`config.mk`:
```
export PLATFORM = sky130hd
export DESIGN_NAME = rari_div_stage
export DESIGN_NICKNAME = d
export VERILOG_FILES = /design/src/design/rari_pkg.sv /design/src/design/rari_div_stage.sv
export SDC_FILE = /design/constraint.sdc
export NUM_CORES = 1
export LEC_CHECK = 0
export ABC_AREA = 1
export BUFFER_PORTS_ARGS = -buffer_cell sky130_fd_sc_hd__buf_2
export CORE_UTILIZATION = 46
export CTS_BUF_LIST = sky130_fd_sc_hd__clkbuf_16
export CTS_CLUSTER_DIAMETER = 200
export DETAILED_ROUTE_END_ITERATION = 8
export GPL_TIMING_DRIVEN = 0
export PLACE_DENSITY = 0.87
export SLEW_MARGIN = 20
export SYNTH_ARGS = -nofsm -noshare
export SYNTH_HDL_FRONTEND = slang
export SYNTH_SLANG_ARGS = --single-unit
```
`constraint.sdc`:
```
create_clock -name i_clk -period 1.7 [get_ports i_clk]
set_input_delay 0 -clock i_clk [delete_from_list [all_inputs] [get_ports i_clk]]
set_output_delay 0 -clock i_clk [all_outputs]
set_load 0.01 [all_outputs]
```
`src/design/rari_pkg.sv`:
```
// Shared constants, types and helpers for the ray/rectangle intersection unit.
package rari_pkg;

    localparam int FRAC_BITS = 16;
    localparam int WORD_BITS = 32;
    localparam int TEX_BITS  = 16;
    localparam int REM_W     = WORD_BITS;
    localparam int T_Q_W     = REM_W + FRAC_BITS;
    localparam int UV_Q_W    = TEX_BITS + 1;
    localparam int CFG_IDX_W = 3;
    localparam int PROD_W    = 2 * WORD_BITS;
    localparam int SUM_W     = PROD_W - FRAC_BITS + 1;

    typedef enum logic [CFG_IDX_W-1:0] {
        CFG_PLANE_AXIS   = 3'd0,
        CFG_PLANE_OFFSET = 3'd1,
        CFG_BOUND_A_LOW  = 3'd2,
        CFG_BOUND_A_HIGH = 3'd3,
        CFG_BOUND_B_LOW  = 3'd4,
        CFG_BOUND_B_HIGH = 3'd5,
        CFG_MATERIAL_TAG = 3'd6
    } t_cfg_idx;

    typedef enum logic [1:0] {
        AXIS_XY = 2'd0,
        AXIS_XZ = 2'd1,
        AXIS_YZ = 2'd2
    } t_axis;

    typedef logic signed [WORD_BITS-1:0] t_word;

    typedef struct packed {
        t_word o_x;
        t_word o_y;
        t_word o_z;
        t_word d_x;
        t_word d_y;
        t_word d_z;
        t_word t_lo;
        t_word t_hi;
    } t_ray;

    typedef struct packed {
        logic miss;
        logic neg;
        t_ray ray;
    } t_tpay;

    typedef struct packed {
        logic  miss;
        t_word t;
        t_word o_x;
        t_word o_y;
        t_word o_z;
        t_word d_x;
        t_word d_y;
        t_word d_z;
    } t_mpay;

    typedef struct packed {
        logic                     miss;
        t_word                    t;
        t_word                    o_x;
        t_word                    o_y;
        t_word                    o_z;
        logic signed [PROD_W-1:0] pr_x;
        logic signed [PROD_W-1:0] pr_y;
        logic signed [PROD_W-1:0] pr_z;
    } t_ppay;

    typedef struct packed {
        logic  miss;
        logic  zero_u;
        logic  zero_v;
        t_word t;
        t_word p_x;
        t_word p_y;
        t_word p_z;
    } t_hpay;

    // Clamp a wide signed value into one word.
    function automatic t_word sat_word(input logic signed [SUM_W-1:0] v);
        logic signed [SUM_W-1:0] hi;
        logic signed [SUM_W-1:0] lo;
        hi = SUM_W'({1'b0, {(WORD_BITS-1){1'b1}}});
        lo = -hi - SUM_W'(1);
        if (v > hi) begin
            return t_word'(hi);
        end else if (v < lo) begin
            return t_word'(lo);
        end
        return t_word'(v);
    endfunction

endpackage

```
`src/design/rari_div_stage.sv`:
```
// One restoring-division step per lane, with a registered side payload.
module rari_div_stage #(
    parameter int LANES = 1,
    parameter int DQ_W  = 48,
    parameter int PAY_W = 1
) (
    input  logic                                   i_clk,
    input  logic                                   i_rst_n,
    input  logic                                   i_en,
    input  logic                                   i_valid,
    input  logic [LANES-1:0][rari_pkg::REM_W-1:0]  i_rem,
    input  logic [LANES-1:0][DQ_W-1:0]             i_dq,
    input  logic [LANES-1:0][rari_pkg::REM_W-1:0]  i_den,
    input  logic [PAY_W-1:0]                       i_pay,
    output logic                                   o_valid,
    output logic [LANES-1:0][rari_pkg::REM_W-1:0]  o_rem,
    output logic [LANES-1:0][DQ_W-1:0]             o_dq,
    output logic [LANES-1:0][rari_pkg::REM_W-1:0]  o_den,
    output logic [PAY_W-1:0]                       o_pay
);
    import rari_pkg::*;

    logic [LANES-1:0][REM_W:0]   trial;
    logic [LANES-1:0]            ge;
    logic [LANES-1:0][REM_W-1:0] n_rem;
    logic [LANES-1:0][DQ_W-1:0]  n_dq;
    logic                        r_valid;
    logic [LANES-1:0][REM_W-1:0] r_rem;
    logic [LANES-1:0][DQ_W-1:0]  r_dq;
    logic [LANES-1:0][REM_W-1:0] r_den;
    logic [PAY_W-1:0]            r_pay;

    always_comb begin
        for (int l = 0; l < LANES; l++) begin
            trial[l] = {i_rem[l], i_dq[l][DQ_W-1]};
            ge[l]    = trial[l] >= {1'b0, i_den[l]};
            n_rem[l] = ge[l] ? REM_W'(trial[l] - {1'b0, i_den[l]}) : trial[l][REM_W-1:0];
            n_dq[l]  = {i_dq[l][DQ_W-2:0], ge[l]};
        end
    end

    always_ff @(posedge i_clk) begin
        if (!i_rst_n) begin
            r_valid <= 1'b0;
        end else if (i_en) begin
            r_valid <= i_valid;
        end
    end

    always_ff @(posedge i_clk) begin
        if (i_en) begin
            r_rem <= n_rem;
            r_dq  <= n_dq;
            r_den <= i_den;
            r_pay <= i_pay;
        end
    end

    assign o_valid = r_valid;
    assign o_rem   = r_rem;
    assign o_dq    = r_dq;
    assign o_den   = r_den;
    assign o_pay   = r_pay;

endmodule

```
Word-level counts from Yosys, hierarchy flattened --
Index checks and enable logic that the tools add are counted.
Cells by class: add/subtract/negate cells 1, order comparisons 1, mux-type cells 1
Operator list (number):
- 33-bit by 32-bit >= comparator with 1-bit output | 1
- 32-bit 2-to-1 mux | 1
- 32-bit subtractor | 1
Storage, ports and cells: flip-flop bits (word level) 114, word-level logic and storage cells 8, bits of input ports 117, output and inout bits 114

Longest topological paths before layout --
word-level depth 2, mapped depth 16, depth with buffers taken out 14

Least setup slack after synthesis --
No wires, ideal clock.
kind input to register, from in i_dq[47] in the netlist's numbering, to reg r_rem (netlist bit o_rem[16]), data pin, library setup time 0.252 ns, path buffers 0, data required time 1.448 ns, path slack 0.085 ns, stages on the path 13, arrival time 1.362 ns, cells stage by stage inv_1 > ha_1 > fa_1 > inv_1 > nand3_1 > nand3_1 > nand2_1 > nand3_1 > nand3_1 > nand2_1 > nand2_1 > nand3_2 > nand2_1
RTL lines:
- start, declared | line rari_div_stage.sv:12 | input logic [LANES-1:0][DQ_W-1:0] i_dq,
- end signal, assigned | line rari_div_stage.sv:52 | r_rem <= n_rem;
- end, declared | line rari_div_stage.sv:28 | logic [LANES-1:0][REM_W-1:0] r_rem;

==> impl_results.md <==
* Setup violators final at 0
* DIE AREA at 14,800 um2
* Multi-input gate area at between 2000 and 3000 um2
* Slowest-stage cell, CP: ha_1
* I/O Pins at 231
* Crit path from: i_den[6]
* Starting Density at between 40 and 50%
* NumNets Final at 1,279
* Post-Syn Instances at 764
* Post-synth EDFFs at 113
* Port Buffers at 230
* Vias per cell at 4.82
* Post-synth ARST share at 0%
* Finished Cell Area at 9760 um2
* Max cap viols at 0
* Stages on worst setup path at 13
* Final core utilization at between 70% and 80%
* R2R cell count at 3
* Buffer count from post-CTS setup fixing at 0
* Synth top area share at 51.5%
* Sequential-to-total area share from yosys stat at around 52%
* Clock Tree Root: clkbuf_16
* Setup crit start kind: primary input
* Routed wire length per instance at around 15 um
* Non-Filler Instances at around 1,300
* Hold WS at 0.0480 ns
* Vias in the first global route at between 6,000 and 7,000
* Clock-pin slew on the worst setup and hold paths at 0.06 ns
* Skew-Pair Late Insertion Delay at between 0.4 and 0.5 ns
* Leak at 0.00502 uW
* PnR worst setup slack at 0.112 ns
* Clock sink count at 114
* Cell accounting for the most synthesized area: edfxtp_1
* Placed Instance Area at 8000 um2
* Crit path buffers/inverters at 3
* Reg2reg end: o_valid
* CP Capture Type: flop
* Clock skew at 0 ns
* Commonest cells post-synth: 274 x nand2_1, 151 x inv_1, 113 x edfxtp_1
* Core Area at 13,900 um2
* Hold Vio Cnt, Final at 0
* First-pass GRT wire length at 30,900 um
* Chip height at 122 um
* Syn nets at 914
* Sequential standard cell area at 3410 um2
* DRC Markers at 0
* Final antenna-violating net count at 0
* Syn Area/Cell at 8.62 um2
* Top post-synthesis cells by area: edfxtp_1 52%, nand2_1 16%, inv_1 8.6%
* Outcome: finished, final reports clean
* Clk buf depth at 2
* Mapped cell area at 6590 um2
* # diodes at 0
* CTS tree: yes
* Initial antenna violation count at 0
* Tot GR Track Use at 28.0%
* Synth unique cells at 27
* #FFs+latches synth at about 110
* F_max at 0.630 GHz
* Total CTS buffers at 17
* Filler Cell Count at ~1,000
* Count leader, synth: nand2_1
* Peak supply drop at 0.588 mV
* Fraction of layout cells with a size suffix above 1 at about a quarter
* Req. time, crit path at about 1.9 ns
* Power per cell area at about 920 nW/um2
* Yosys warning count at 0
* Reg2reg start: o_valid
* Worst-margin pin slew at 0.383 ns
* Hpwl dp at 14,100 um
* Top FF cell, synth: edfxtp_1
* CP most frequent cell: nand2_1
* Hold Crit Class: primary input to flop
* Largest net degree at the start of global routing at 79
* Max Slew Vio Count at 0
* H-Tree Depth at 4
* Iter 0 DRT Violations at ~390
* Pre-CTS setup slack at -0.369 ns
* Die Width at 122 um
* Final min period at 1.59 ns
* Drt first pass iters at 5
* Final worst path period share at 93.4%
* Crit path to: o_rem[31]
* Critical path peak fanout at 10
* Data arrival, critical path at 1.76 ns
* GP Congestion at 0.861
* CP Class: primary input to flop
* Grt ovf at 0
* Inst Count DP at 1,175
* Reg2reg setup slack at 0.38 ns
* Drt total wl at slightly above 20,000 um
* Max-slew headroom at between 70% and 80%
* CP cell instances: buf_2 -> inv_1 -> ha_1 -> nand2_1 -> nor2_1 -> nand2_1 -> nor3_2 -> nand2_1 -> nand2_1 -> nor2_4 -> buf_2 -> nand3_1 -> nand2_1
* Area grow syn2layout at 48.2%
* Vias at between 6,000 and 7,000
* CP top delay family: simple AND/OR/NAND/NOR gates
* CP max stage delay at 0.33 ns
* Critical hold path startpoint: i_en
* Count of standard-cell rows at 43
==> cells by family after synthesis <==
family | share of synthesized area (%)
AND/OR/NAND/NOR | 27.9
buffers and inverters | 9.91
flip-flops | 51.8
adder cells (fa/ha/maj) | 6.38
AO/OA/AOI/OAI | 2.13
XOR/XNOR | 1.86
==> sequential cells by signal, summed over array words and instances, names as in the netlist <==
register and count:
o_den 32, o_rem 32, o_pay 1, o_dq 48
o_valid 1
==> cells in the final DEF (no fill, tap or decap), types with 4 or more instances in the layout <==
master	synthesis	routed
nand2_1	274	273
buf_2	7	235
inv_1	151	151
dlygate4sd3_1	0	114
edfxtp_1	113	113
nand3_1	56	54
nor2_1	34	30
ha_1	32	30
a21oi_1	22	22
clkbuf_16	0	17
nand3_2	11	13
xor2_1	13	13
nand3b_1	11	11
and2_1	8	8
nor2_2	3	6
nor3_1	6	6
clkinv_4	0	5
nand2_2	3	4
==> area by class of cell <==
cell class | instances | share of cell area, %
Tap cell | 180 | 2.31
Timing Repair Buffer | 346 | 24.0
Buffer | 10 | 0.910
Clock inverter | 15 | 1.40
Inverter | 151 | 5.81
Sequential cell | 114 | 35.0
Multi-Input combinational cell | 489 | 26.2
Clock buffer | 17 | 4.36
==> where the power goes <==
group	switching (uW)	total, uW	internal [uW]
sequential	71.9	3500	3430
combinational	1180	2030	854
clock	1380	3400	2020
==> metrics by stage <==
stage / total power [uW] / TNS [ns]
after floorplan: 4590 / 0
after CTS: 8890 / 0
after global routing: 9320 / -0.00538
after global placement: 5260 / -68.15
after detailed placement: 5320 / -10.34
final: 8940 / 0
==> how the worst min path moves through the flow <==
stage	end	slack, ns	depth (start not counted)
after floorplan	o_valid	0.09	1
after global placement	o_dq[38]	0.18	1
after detailed placement	o_dq[40]	0.18	1
after CTS	o_den[19]	0.04	2
after global routing	o_den[19]	0.05	2
final	o_rem[20]	0.05	2
==> repair_timing <==
item / in CTS / in global routing
hold buffers: 115 / 0
hold endpoints to repair: 150 / 0
gates resized for setup: 0 / 12
setup endpoints to repair: 0 / 30
==> metal layers <==
layer	wire [um]	part of all wire [%]	GRT usage [%]
met4	501	2.5	11.2
met3	1440	7.1	5.34
met2	10100	50	50.1
met1	8160	40	32.8
met5	0	0	0
(Power assumes the default switching activity.)
